==> src/rtl/mma_pkg.sv <==
// Shared types, constants and helpers for the MIDI message assembler.
package mma_pkg;

  localparam int BUF_DEPTH_DEF = 64;
  localparam int BUF_DEPTH_MAX = 64;
  localparam int CMD_IDX_W     = $clog2(BUF_DEPTH_MAX);

  localparam logic [7:0] MIDI_SYSEX   = 8'hF0;
  localparam logic [7:0] MIDI_EOX     = 8'hF7;
  localparam logic [7:0] MASK_STATUS  = 8'h80;
  localparam logic [7:0] MASK_F1_F3   = 8'hFD;
  localparam logic [7:0] CODE_F1_F3   = 8'hF1;
  localparam logic [7:0] MASK_CX_DX   = 8'hE0;
  localparam logic [7:0] CODE_CX_DX   = 8'hC0;
  localparam logic [7:0] MASK_SYSTEM  = 8'hF0;

  // Work request handed from the parser to the message buffer.
  typedef struct packed {
    logic [7:0]           data;
    logic [CMD_IDX_W-1:0] idx;
    logic                 done;
  } cmd_t;

  // Total message length (status included) implied by a status byte.
  function automatic logic [1:0] needed_len(input logic [7:0] head);
    logic [1:0] len;
    if ((head & MASK_F1_F3) == CODE_F1_F3 || (head & MASK_CX_DX) == CODE_CX_DX) begin
      len = 2'd2;
    end else if ((head & MASK_SYSTEM) == MASK_SYSTEM) begin
      len = 2'd1;
    end else begin
      len = 2'd3;
    end
    return len;
  endfunction

endpackage

==> src/rtl/mma_front.sv <==
// Byte parser: running status, message framing and buffer slot assignment.
module mma_front
  import mma_pkg::*;
#(
  parameter int BUF_DEPTH = BUF_DEPTH_DEF
) (
  input  logic       clk,
  input  logic       rst_n,
  input  logic       in_push,
  input  logic [7:0] in_midi_byte,
  input  logic       q_full,
  output logic       cmd_push,
  output cmd_t       cmd
);

  localparam int AW = $clog2(BUF_DEPTH);

  logic [7:0]  status_r;
  logic [AW-1:0] fill_r;

  logic [7:0]  status_nxt;
  logic [AW-1:0] fill_nxt;
  logic [AW-1:0] slot;
  logic [AW:0]   slot_inc;
  logic          keep;
  logic          done;
  logic          accept;
  logic          is_status;

  assign accept    = in_push && !q_full;
  assign is_status = (in_midi_byte & MASK_STATUS) != 8'h00;

  always_comb begin
    slot = fill_r;
    keep = 1'b1;
    if (fill_r == AW'(BUF_DEPTH - 1) && in_midi_byte != MIDI_EOX) begin
      keep = 1'b0;
    end else if (fill_r != '0 && is_status) begin
      // a new status aborts the partial message, except EOX closing a sysex block
      if (!(status_r == MIDI_SYSEX && in_midi_byte == MIDI_EOX)) begin
        slot = '0;
      end
    end else if (fill_r == '0 && !is_status) begin
      if ((status_r & MASK_STATUS) != 8'h00) begin
        slot = AW'(1);
      end else begin
        keep = 1'b0;
      end
    end
    status_nxt = (slot == '0) ? in_midi_byte : status_r;
    slot_inc   = {1'b0, slot} + (AW+1)'(1);
    if (status_nxt == MIDI_SYSEX) begin
      done = (in_midi_byte == MIDI_EOX);
    end else begin
      done = (slot_inc == (AW+1)'(needed_len(status_nxt)));
    end
    fill_nxt = done ? '0 : slot_inc[AW-1:0];
  end

  assign cmd_push = accept && keep;
  assign cmd.data = in_midi_byte;
  assign cmd.idx  = CMD_IDX_W'(slot);
  assign cmd.done = done;

  always_ff @(posedge clk) begin
    if (!rst_n) begin
      status_r <= '0;
      fill_r   <= '0;
    end else if (cmd_push) begin
      status_r <= status_nxt;
      fill_r   <= fill_nxt;
    end
  end

endmodule

==> src/rtl/mma_cmd_fifo.sv <==
// Two-entry request queue between the parser and the message buffer.
module mma_cmd_fifo
  import mma_pkg::*;
(
  input  logic clk,
  input  logic rst_n,
  input  logic push,
  input  cmd_t push_cmd,
  output logic full,
  input  logic pop,
  output cmd_t pop_cmd,
  output logic empty
);

  cmd_t       slots_r [2];
  logic       wr_ptr_r;
  logic       rd_ptr_r;
  logic [1:0] cnt_r;
  logic       do_push;
  logic       do_pop;

  assign full    = (cnt_r == 2'd2);
  assign empty   = (cnt_r == 2'd0);
  assign do_push = push && !full;
  assign do_pop  = pop && !empty;
  assign pop_cmd = slots_r[rd_ptr_r];

  always_ff @(posedge clk) begin
    if (do_push) begin
      slots_r[wr_ptr_r] <= push_cmd;
    end
  end

  always_ff @(posedge clk) begin
    if (!rst_n) begin
      wr_ptr_r <= 1'b0;
      rd_ptr_r <= 1'b0;
      cnt_r    <= 2'd0;
    end else begin
      if (do_push) begin
        wr_ptr_r <= ~wr_ptr_r;
      end
      if (do_pop) begin
        rd_ptr_r <= ~rd_ptr_r;
      end
      case ({do_push, do_pop})
        2'b10:   cnt_r <= cnt_r + 2'd1;
        2'b01:   cnt_r <= cnt_r - 2'd1;
        default: cnt_r <= cnt_r;
      endcase
    end
  end

endmodule

==> src/rtl/mma_back.sv <==
// Message buffer: stores parsed bytes and drains completed messages.
module mma_back
  import mma_pkg::*;
#(
  parameter int BUF_DEPTH = BUF_DEPTH_DEF
) (
  input  logic       clk,
  input  logic       rst_n,
  input  cmd_t       cmd,
  input  logic       q_empty,
  output logic       q_pop,
  input  logic       out_pop,
  output logic       out_empty,
  output logic [7:0] out_message_byte,
  output logic       out_last_of_message
);

  localparam int AW = $clog2(BUF_DEPTH);

  typedef enum logic {S_IDLE, S_DRAIN} state_t;

  state_t        state_r;
  logic [7:0]    msg_mem [BUF_DEPTH];
  logic [AW-1:0] rd_ptr_r;
  logic [AW-1:0] last_r;
  logic          out_v_r;
  logic          out_last_r;
  logic [7:0]    out_byte_r;
  logic          load;
  logic          taken;

  assign q_pop  = (state_r == S_IDLE) && !q_empty;
  assign taken  = out_pop && out_v_r;
  assign load   = (state_r == S_DRAIN) && (!out_v_r || out_pop);

  assign out_empty           = !out_v_r;
  assign out_message_byte    = out_byte_r;
  assign out_last_of_message = out_last_r;

  always_ff @(posedge clk) begin
    if (q_pop) begin
      msg_mem[cmd.idx[AW-1:0]] <= cmd.data;
    end
    if (load) begin
      out_byte_r <= msg_mem[rd_ptr_r];
    end
  end

  always_ff @(posedge clk) begin
    if (!rst_n) begin
      state_r    <= S_IDLE;
      rd_ptr_r   <= '0;
      last_r     <= '0;
      out_v_r    <= 1'b0;
      out_last_r <= 1'b0;
    end else begin
      case (state_r)
        S_IDLE: begin
          if (q_pop && cmd.done) begin
            last_r   <= cmd.idx[AW-1:0];
            rd_ptr_r <= '0;
            state_r  <= S_DRAIN;
          end
        end
        S_DRAIN: begin
          if (load) begin
            rd_ptr_r <= rd_ptr_r + AW'(1);
            if (rd_ptr_r == last_r) begin
              state_r <= S_IDLE;
            end
          end
        end
        default: state_r <= S_IDLE;
      endcase
      if (load) begin
        out_v_r    <= 1'b1;
        out_last_r <= (rd_ptr_r == last_r);
      end else if (taken) begin
        out_v_r <= 1'b0;
      end
    end
  end

  a_ptr_in_range: assert property (@(posedge clk) disable iff (!rst_n)
    (state_r == S_DRAIN) |-> (rd_ptr_r <= last_r))
    else $error("drain pointer ran past message end");

  a_len_held: assert property (@(posedge clk) disable iff (!rst_n)
    (state_r == S_DRAIN) && $past(state_r == S_DRAIN) |-> $stable(last_r))
    else $error("message length changed during drain");

  a_last_ends_drain: assert property (@(posedge clk) disable iff (!rst_n)
    load && (rd_ptr_r == last_r) |=> (state_r == S_IDLE) && out_last_r)
    else $error("final byte did not close the drain");

endmodule

==> src/rtl/midi_message_assembler.sv <==
// MIDI message assembler top level: parser, request queue and message buffer.
//
// Usage: one MIDI byte per request on the input queue (in_push / in_full);
// completed messages come out one byte per request on the result queue
// (out_empty / out_pop), in order, with out_last_of_message on the final byte.
// Running status, sysex blocks (F0 .. F7) and dropped stray bytes are handled
// inside; bytes that do not complete a message produce no result.
// Flow: the byte that completes a message is written to the request queue,
// popped by the buffer, which enters its drain state, and the first byte of the
// message is then registered on the output; the rest follow one per cycle while
// out_pop is high. Throughput: one input byte per cycle while the two-entry
// request queue has room. While a message drains the buffer takes no requests;
// the queue absorbs two more bytes, after which in_full holds the sender off.
// Stalls: when out_pop stays low the drain holds, the queue fills and in_full
// rises; nothing is lost. Reset (rst_n low, synchronous) clears the stored
// status, the fill count, the queue and the result register.
module midi_message_assembler
  import mma_pkg::*;
#(
  parameter int BUF_DEPTH = BUF_DEPTH_DEF
) (
  input  logic       clk,
  input  logic       rst_n,
  input  logic       in_push,
  output logic       in_full,
  input  logic [7:0] in_midi_byte,
  output logic       out_empty,
  input  logic       out_pop,
  output logic [7:0] out_message_byte,
  output logic       out_last_of_message
);

  cmd_t front_cmd;
  cmd_t back_cmd;
  logic cmd_push;
  logic q_full;
  logic q_empty;
  logic q_pop;

  assign in_full = q_full;

  mma_front #(.BUF_DEPTH(BUF_DEPTH)) u_front (
    .clk          (clk),
    .rst_n        (rst_n),
    .in_push      (in_push),
    .in_midi_byte (in_midi_byte),
    .q_full       (q_full),
    .cmd_push     (cmd_push),
    .cmd          (front_cmd)
  );

  mma_cmd_fifo u_fifo (
    .clk      (clk),
    .rst_n    (rst_n),
    .push     (cmd_push),
    .push_cmd (front_cmd),
    .full     (q_full),
    .pop      (q_pop),
    .pop_cmd  (back_cmd),
    .empty    (q_empty)
  );

  mma_back #(.BUF_DEPTH(BUF_DEPTH)) u_back (
    .clk                 (clk),
    .rst_n               (rst_n),
    .cmd                 (back_cmd),
    .q_empty             (q_empty),
    .q_pop               (q_pop),
    .out_pop             (out_pop),
    .out_empty           (out_empty),
    .out_message_byte    (out_message_byte),
    .out_last_of_message (out_last_of_message)
  );

endmodule
==> config.mk <==
export PLATFORM = sky130hd
export DESIGN_NAME = midi_message_assembler
export DESIGN_NICKNAME = d
export VERILOG_FILES = /design/src/rtl/mma_pkg.sv /design/src/rtl/mma_front.sv /design/src/rtl/mma_cmd_fifo.sv /design/src/rtl/mma_back.sv /design/src/rtl/midi_message_assembler.sv
export SDC_FILE = /design/constraint.sdc
export NUM_CORES = 1
export LEC_CHECK = 0
export ABC_AREA = 1
export BUFFER_PORTS_ARGS = -buffer_cell sky130_fd_sc_hd__buf_2
export CAP_MARGIN = 20
export CORE_UTILIZATION = 25
export CTS_CLUSTER_SIZE = 25
export DETAILED_ROUTE_END_ITERATION = 6
export PLACE_DENSITY_LB_ADDON = 0.05
export SLEW_MARGIN = 20
export SYNTH_ARGS = -nofsm -noshare
export SYNTH_HDL_FRONTEND = slang
export SYNTH_SLANG_ARGS = --single-unit
==> constraint.sdc <==
create_clock -name clk -period 3 [get_ports clk]
set_input_delay 0.3 -clock clk [delete_from_list [all_inputs] [get_ports clk]]
set_output_delay 0.3 -clock clk [all_outputs]
set_load 0.1 [all_outputs]
==> flow_summary.toml, run 1 <==
[global_routing]
grt_first_pass_wirelength_um = 110500
grtUsageTotal = 0.1621
grt_max_degree = 125
gr-total-overflow = 0
grt_antenna_before_repair = 2
grt_pass1_vias = 15340

[worst_hold_path]
hold_path_class = "input pin to register"
holdCritStartpoint = "rst_n"
hold_depth = 3

[sta]
slew_violations = 0
rsz0062_at_grt = "false"
finalSetupViolCount = 0
finalCriticalPeriod_ns = 2.813
timing.final.hold_violations = 0
layout_setup_ws_ns = 0.1866
fin_skew_ns = 0.03140
max-slew-margin-rel = 0.3356
fmax_mhz = 355.4
worstMarginPinSlew_ns = 0.9861
setup_tns_ns = 0
period_share = 0.9378

[pwr]
p_per_area_nw_per_um2 = 934.5
p_int_w = 0.01714
vdd_drop_max_uv = 502.1
p_switching_w = 0.009428
power_frac_seq = 0.387
combPwrFrac = 0.296
swShare = 0.3548
clock_power_share = 0.317
power.leakage_nw = 9.369

[drt]
drc_errors = 0
routed_wl_um = 76560
routed_via_density = 4.632
ant_nets = 0
vias = 15410
dr.pass1.iters = 5
drt-initial-drc-count = 1002
routedWlPerCell_um = 23.00

[clocking]
clk_pin_slew_ns = 0.06
clk_path_buf_depth = 3
cts.htree.levels = 3
cts_tree = "built"
cts_buffers = 74
root_buffer = "clkbuf_16"
cts.sink_count = 584
clk_latency_ns = 0.61

[worst_setup_path]
r2r_cells = 20
timing_worst_setup_path_type = "input pin to register"
worstPathRequired_ns = 3.35
end_kind = "register"
worstReg2RegStart = "u_front.fill_r[1]$_SDFFE_PN0P_"
slowest_stage = "dlygate4sd3_1"
critical_path.startpoint = "in_midi_byte[5]"
path_cells = "dlygate4sd3_1 > buf_2 > nand2_1 > nor2_2 > nand3_2 > nand2_4 > nand3b_1 > nand2_1 > nand2_1 > inv_1 > ha_2 > nand4_4 > nor2_8 > buf_4 > nand3b_1 > nand2_2 > nand2_1 > nor2_2 > nand2_1 > nand2_1 > nor2_2 > nand2_4 > nand2_1"
start_kind = "input pin"
worst-path-max-fanout = 7
crit_arrival_ns = 3.16
crit_top_cell = "nand2_1"
max_stage_delay_ns = 0.51

[synthesis]
ys.flop_type = "edfxtp_1"
syn-cell-area_um2 = 23520
synthArstFlopShare = 0
synth_cell_types = 39
syn_avg_cell_area_um2 = 12.51
synthCells = 1881
ys_seq_elements = 584
synth_edf_count = 550
syn_nets = 1897
ys.warnings.count = 0
yosysSeqAreaShare = 0.7310

[place]
gp_congestion = 0.7559
port_buffers = 22
dp_hpwl_um = 46330
place_worst_setup_slack_ns = 0.002329

[finish]
finish.utilization = 0.3046
drive_gt1_frac = 0.1511
nFillCells = 9466
fin_nets = 2034
syn_to_final_growth_pct = 20.87

[run_status]
status = "finished, final reports clean"

[floorplanning]
floorplan.initialDensity = 0.2521
dieArea_um2 = 95330
core_area_um2 = 93330
die_height_um = 308.8
ios = 23
rows = 112
chipWidth_um = 308.8

[run]
maxCapViolations = 0
worst paths after layout:
path                            slack, ns                              to
worst max-delay path                 0.19  u_fifo.slots_r[1][0]$_DFFE_PP_
worst min register to register       0.45    u_fifo.rd_ptr_r$_SDFFE_PN0P_
worst max register to register       0.25  u_fifo.slots_r[1][0]$_DFFE_PP_
worst min-delay path                 0.04    u_fifo.cnt_r[1]$_SDFFE_PN0P_
flip-flops by register name (all words and copies together), names as in the netlist, named ones only:
register	flops
u_back.rd_ptr_r	6
u_back.state_r	1
u_back.last_r	6
u_fifo.slots_r	30
u_front.status_r	8
u_front.fill_r	6
u_fifo.rd_ptr_r	1
u_back.out_v_r	1
u_fifo.wr_ptr_r	1
u_back.out_message_byte	8
u_back.out_last_of_message	1
u_back.msg_mem	512
u_fifo.cnt_r	2
cell usage in the layout (no fill, tap or decap), types with 18 or more instances in the layout:
master / count
o21ai_0: 271
edfxtp_1: 550
nand4_1: 29
buf_4: 130
dfxtp_1: 25
clkinv_1: 18
a21oi_1: 26
nand3_1: 56
clkbuf_1: 20
o22ai_1: 85
nor2_1: 363
clkbuf_16: 76
o221ai_1: 43
buf_2: 21
inv_1: 51
nand2_1: 151
o211ai_1: 23
critical path, delay by kind of cell:
family,cells,cell delay (ns)
fa+ha+maj,1,0.19
buf+inv,4,0.90
simple gates,18,1.77
area by class of cell:
| class | count | area, um^2 | share of cell area |
|---|---|---|---|
| multi-input combinational | 1127 | 5710 | 0.2008 |
| tap | 1254 | 1569 | 0.05518 |
| antenna | 2 | 5.005 | 0.0001760 |
| clock inverter | 34 | 282.8 | 0.009945 |
| sequential | 584 | 17210 | 0.6054 |
| inverter | 57 | 224.0 | 0.007877 |
| timing repair buffer | 174 | 1451 | 0.05105 |
| clock buffer | 96 | 1977 | 0.06953 |
power groups by stage:
| stage | clock network, W | logic (W) | registers [W] |
|---|---|---|---|
| detailed placement | 0 | 0.00810 | 0.0104 |
| global placement | 0 | 0.00812 | 0.0104 |
| global route | 0.00903 | 0.00866 | 0.0103 |
| finish | 0.00844 | 0.00785 | 0.0103 |
| CTS | 0.00870 | 0.00813 | 0.0103 |
| floorplan | 0 | 0.00422 | 0.0106 |
logic make-up (layout without fill, tap and decap cells):
logic type      Yosys count  in the layout  share of synthesized area
simple gates            636            636                     0.1161
flops                   584            584                     0.7310
compound gates          467            467                     0.1152
buf+inv                 170            361                    0.02718
xor+xnor                 10             10                   0.003723
mux                      10             10                   0.004734
fa+ha+maj                 4              4                   0.002128
other cells               0              2                          0
cells in the mapped netlist (4+ instances only):
| cell type | n | area (um^2) |
|---|---|---|
| nand3_1 | 57 | 285.3 |
| o221ai_1 | 43 | 376.6 |
| clkinv_1 | 4 | 15.01 |
| nor2_1 | 365 | 1370 |
| nand2_1 | 151 | 566.8 |
| edfxtp_1 | 550 | 16520 |
| dfxtp_1 | 34 | 680.7 |
| o22ai_1 | 85 | 531.8 |
| nor2_2 | 6 | 37.54 |
| clkbuf_1 | 112 | 420.4 |
| a21oi_1 | 26 | 130.1 |
| o211ai_1 | 23 | 172.7 |
| nand4_1 | 29 | 181.4 |
| a31oi_1 | 5 | 31.28 |
| nand2_2 | 7 | 43.79 |
| xor2_1 | 7 | 61.31 |
| ha_1 | 4 | 50.05 |
| mux2_2 | 9 | 101.4 |
| a32o_1 | 4 | 40.04 |
| o21ai_0 | 271 | 1356 |
| inv_1 | 52 | 195.2 |
| a211oi_1 | 8 | 60.06 |
per-stage QoR:
step	cell area [um^2]	cells	total power (W)	hold WS, ns
6_report	28430	3328	0.02657	0.03822
5_1_grt	28430	3326	0.02801	0.03427
4_1_cts	28370	3323	0.02711	0.001470
3_5_place_dp	26030	3184	0.01855	0.4447
3_3_place_gp	26030	3184	0.01857	0.4367
2_1_floorplan	23520	1881	0.01481	0.3989
layer usage:
layer,routed length (um),global-route usage,vias to the layer above
li1,-,-,7227
met1,35230,0.2192,7811
met2,36660,0.2683,273
met3,2921,0.02576,103
met4,1743,0.04397,0
met5,0,0,-
timing repair:
action	in CTS	in global routing
hold buffers	9	0
endpoints found under the hold margin	17	0
gates resized for setup	0	12
buffers inserted	0	3
endpoints found under the setup margin	0	8
Power figures use the tool's default switching activity.
==> inputs of run 2 (changes only) <==
ABC_CLOCK_PERIOD_IN_PS = 2500   (was not set)
clock period = 2.5 ns   (was 3 ns; I/O delays follow)
==> run 2 against run 1 <==
Compared with the run above:
- the flow now finishes with violations (setup timing)
- first-iteration DRC count rose by 20%
- global-route usage hardly changed
- clock-buffer cell count rose by 5
- critical path depth down 1
- hold slack better by 0.35 ns
- final area grew 3.5%
- cell count increased by 2.7%
- sequential power increased by 20%
==> flow_summary.toml, run 2 (synthesis results as in run 1) <==
[run_status]
status = "finished with violations"
violations = "setup timing"

[global_routing]
grt_max_degree = 101
grt_pass1_vias = 16010
grtUsageTotal = 0.1622
grt_antenna_before_repair = 0
gr-total-overflow = 0
grt_first_pass_wirelength_um = 111300

[pwr]
vdd_drop_max_uv = 778.2
clock_power_share = 0.310
swShare = 0.3538
finalPower_w = 0.03276
p_per_area_nw_per_um2 = 1114
combPwrFrac = 0.311
p_int_w = 0.02117
power_frac_seq = 0.378
power.leakage_nw = 9.881
p_switching_w = 0.01159

[floorplanning]
chipWidth_um = 308.8
ios = 23
rows = 112
die_height_um = 308.8
core_area_um2 = 93330
floorplan.initialDensity = 0.2521
dieArea_um2 = 95330

[clocking]
root_buffer = "clkbuf_16"
cts.sink_count = 584
clk_path_buf_depth = 3
clk_latency_ns = 0.62
clk_pin_slew_ns = 0.05
cts.htree.levels = 3
cts_tree = "built"
cts_buffers = 74

[finish]
fin_nets = 2118
syn_to_final_growth_pct = 25.06
drive_gt1_frac = 0.2026
largest_register_ffs = 512
stdcell_area_um2 = 29420
mostFrequentLayoutCell = "edfxtp_1"
final_cell_mix = "edfxtp_1 (550), nor2_1 (357), o21ai_0 (270), buf_4 (195), nand2_1 (127)"

[sta]
fin_skew_ns = 0.02216
fmax_mhz = 383.4
finalCriticalPeriod_ns = 2.608
worstMarginPinSlew_ns = 0.8916
max-slew-margin-rel = 0.4056
timing.final.hold_violations = 0
hold_slack_ns = 0.3852
slew_violations = 0
period_share = 1.043
layout_setup_ws_ns = -0.1083
finalSetupViolCount = 8
rsz0062_at_grt = "true"

[drt]
vias = 15750
drc_errors = 0
routed_via_density = 4.608
drt-initial-drc-count = 1203
routedWlPerCell_um = 22.52
routed_wl_um = 76950
dr.pass1.iters = 6
ant_nets = 0

[worst_setup_path]
worst-path-max-fanout = 7
worstReg2RegStart = "u_front.fill_r[1]$_SDFFE_PN0P_"
worstPathRequired_ns = 3.04
crit_arrival_ns = 3.14
timing_worst_setup_path_type = "register to register"
end_kind = "register"
critical_path.startpoint = "u_front.fill_r[1]$_SDFFE_PN0P_"
start_kind = "register"

[worst_hold_path]
holdCritStartpoint = "in_midi_byte[7]"
hold_path_class = "input pin to register"

[place]
dp_hpwl_um = 47090
port_buffers = 22
placedInstanceArea_um2 = 26760
gp_congestion = 0.7607

[run]
maxCapViolations = 0
[run 2: cell types whose count changed in the layout (fill, tap and decap cells not counted), moves of 4 or more]
cell        delta
a21oi_1        -4
nor2_1         -6
buf_12        +13
inv_2          +4
nor2_4         +5
nand3_1        -4
inv_1          -4
nand2_1       -24
a21oi_2        +4
nand2_2       +24
clkinvlp_4     -5
clkbuf_1       +6
buf_4         +65
[run 2: timing repair]
action                                 CTS  global route
pin swaps                               28            22
cloned                                   2             0
endpoints found under the hold margin   23             0
resized for setup                       42            17
setup endpoints to repair               45           252
hold buffers                            10             0
buffers inserted                         8             3
[run 2: worst max-delay path, cell delays in order, from the launching register on]
cell and delay, ns:
dfxtp_2 0.36, nor2_2 0.05, nand3_2 0.10, nand2_2 0.06, nand3b_1 0.21, nand2_1 0.11
nand2_2 0.06, inv_2 0.07, ha_4 0.13, nand4_4 0.11, nor2_8 0.19, nand2_4 0.11
nand2_2 0.08, nand2_2 0.06, nor2_4 0.13, nand2_2 0.08, nand2_1 0.06, nand2_1 0.04
nand2_1 0.09, nor2_4 0.04, nand2_4 0.12, nand3_2 0.09, a21oi_1 0.14
[run 2: layer usage]
layer / vias to the layer above / track usage / share of wire
li1: 7404 / - / -
met3: 100 / 0.02151 / 0.035
met2: 321 / 0.2690 / 0.48
met5: - / 0 / 0
met4: 0 / 0.05669 / 0.027
met1: 7920 / 0.2168 / 0.46
[run 2: cell type report]
class | instances | area, um^2
clock buffers | 101 | 1974
diodes | 1 | 2.502
inverters | 57 | 224.0
clock inverters | 35 | 299.0
flip-flops and latches | 584 | 17220
multi-input cells | 1129 | 5897
fillers | 9515 | 63910
well taps | 1254 | 1569
repair buffers | 256 | 2237
[run 2: stage by stage]
step	instances	setup WS [ns]	setup TNS (ns)	util
after detailed placement	3257	-0.2835	-3.311	0.2867
after global placement	3257	-0.2266	-2.405	0.2867
after CTS	3413	-0.1048	-0.6454	0.3143
after global routing	3416	-0.2863	-2.254	0.3152
after floorplan	1881	0.002758	0	-
final	3417	-0.1083	-0.7721	0.3152
[run 2: final timing paths]
| kind | cells after the start | slack [ns] | endpoint |
|---|---|---|---|
| setup / recovery | 22 | -0.11 | u_front.fill_r[3]$_SDFFE_PN0P_ |
| setup reg to reg | 22 | -0.11 | u_front.fill_r[3]$_SDFFE_PN0P_ |
| hold / removal | 6 | 0.39 | u_fifo.slots_r[1][1]$_DFFE_PP_ |
| hold reg to reg | 1 | 0.44 | register |
[run 2: power by group through the flow]
| stage | clock network [W] | logic [W] | registers (W) |
|---|---|---|---|
| final | 0.0102 | 0.0102 | 0.0124 |
| after CTS | 0.0105 | 0.0105 | 0.0124 |
| after detailed placement | 0 | 0.0103 | 0.0126 |
| after global placement | 0 | 0.0103 | 0.0126 |
| after floorplan | 0 | 0.00508 | 0.0127 |
| after global routing | 0.0109 | 0.0112 | 0.0124 |
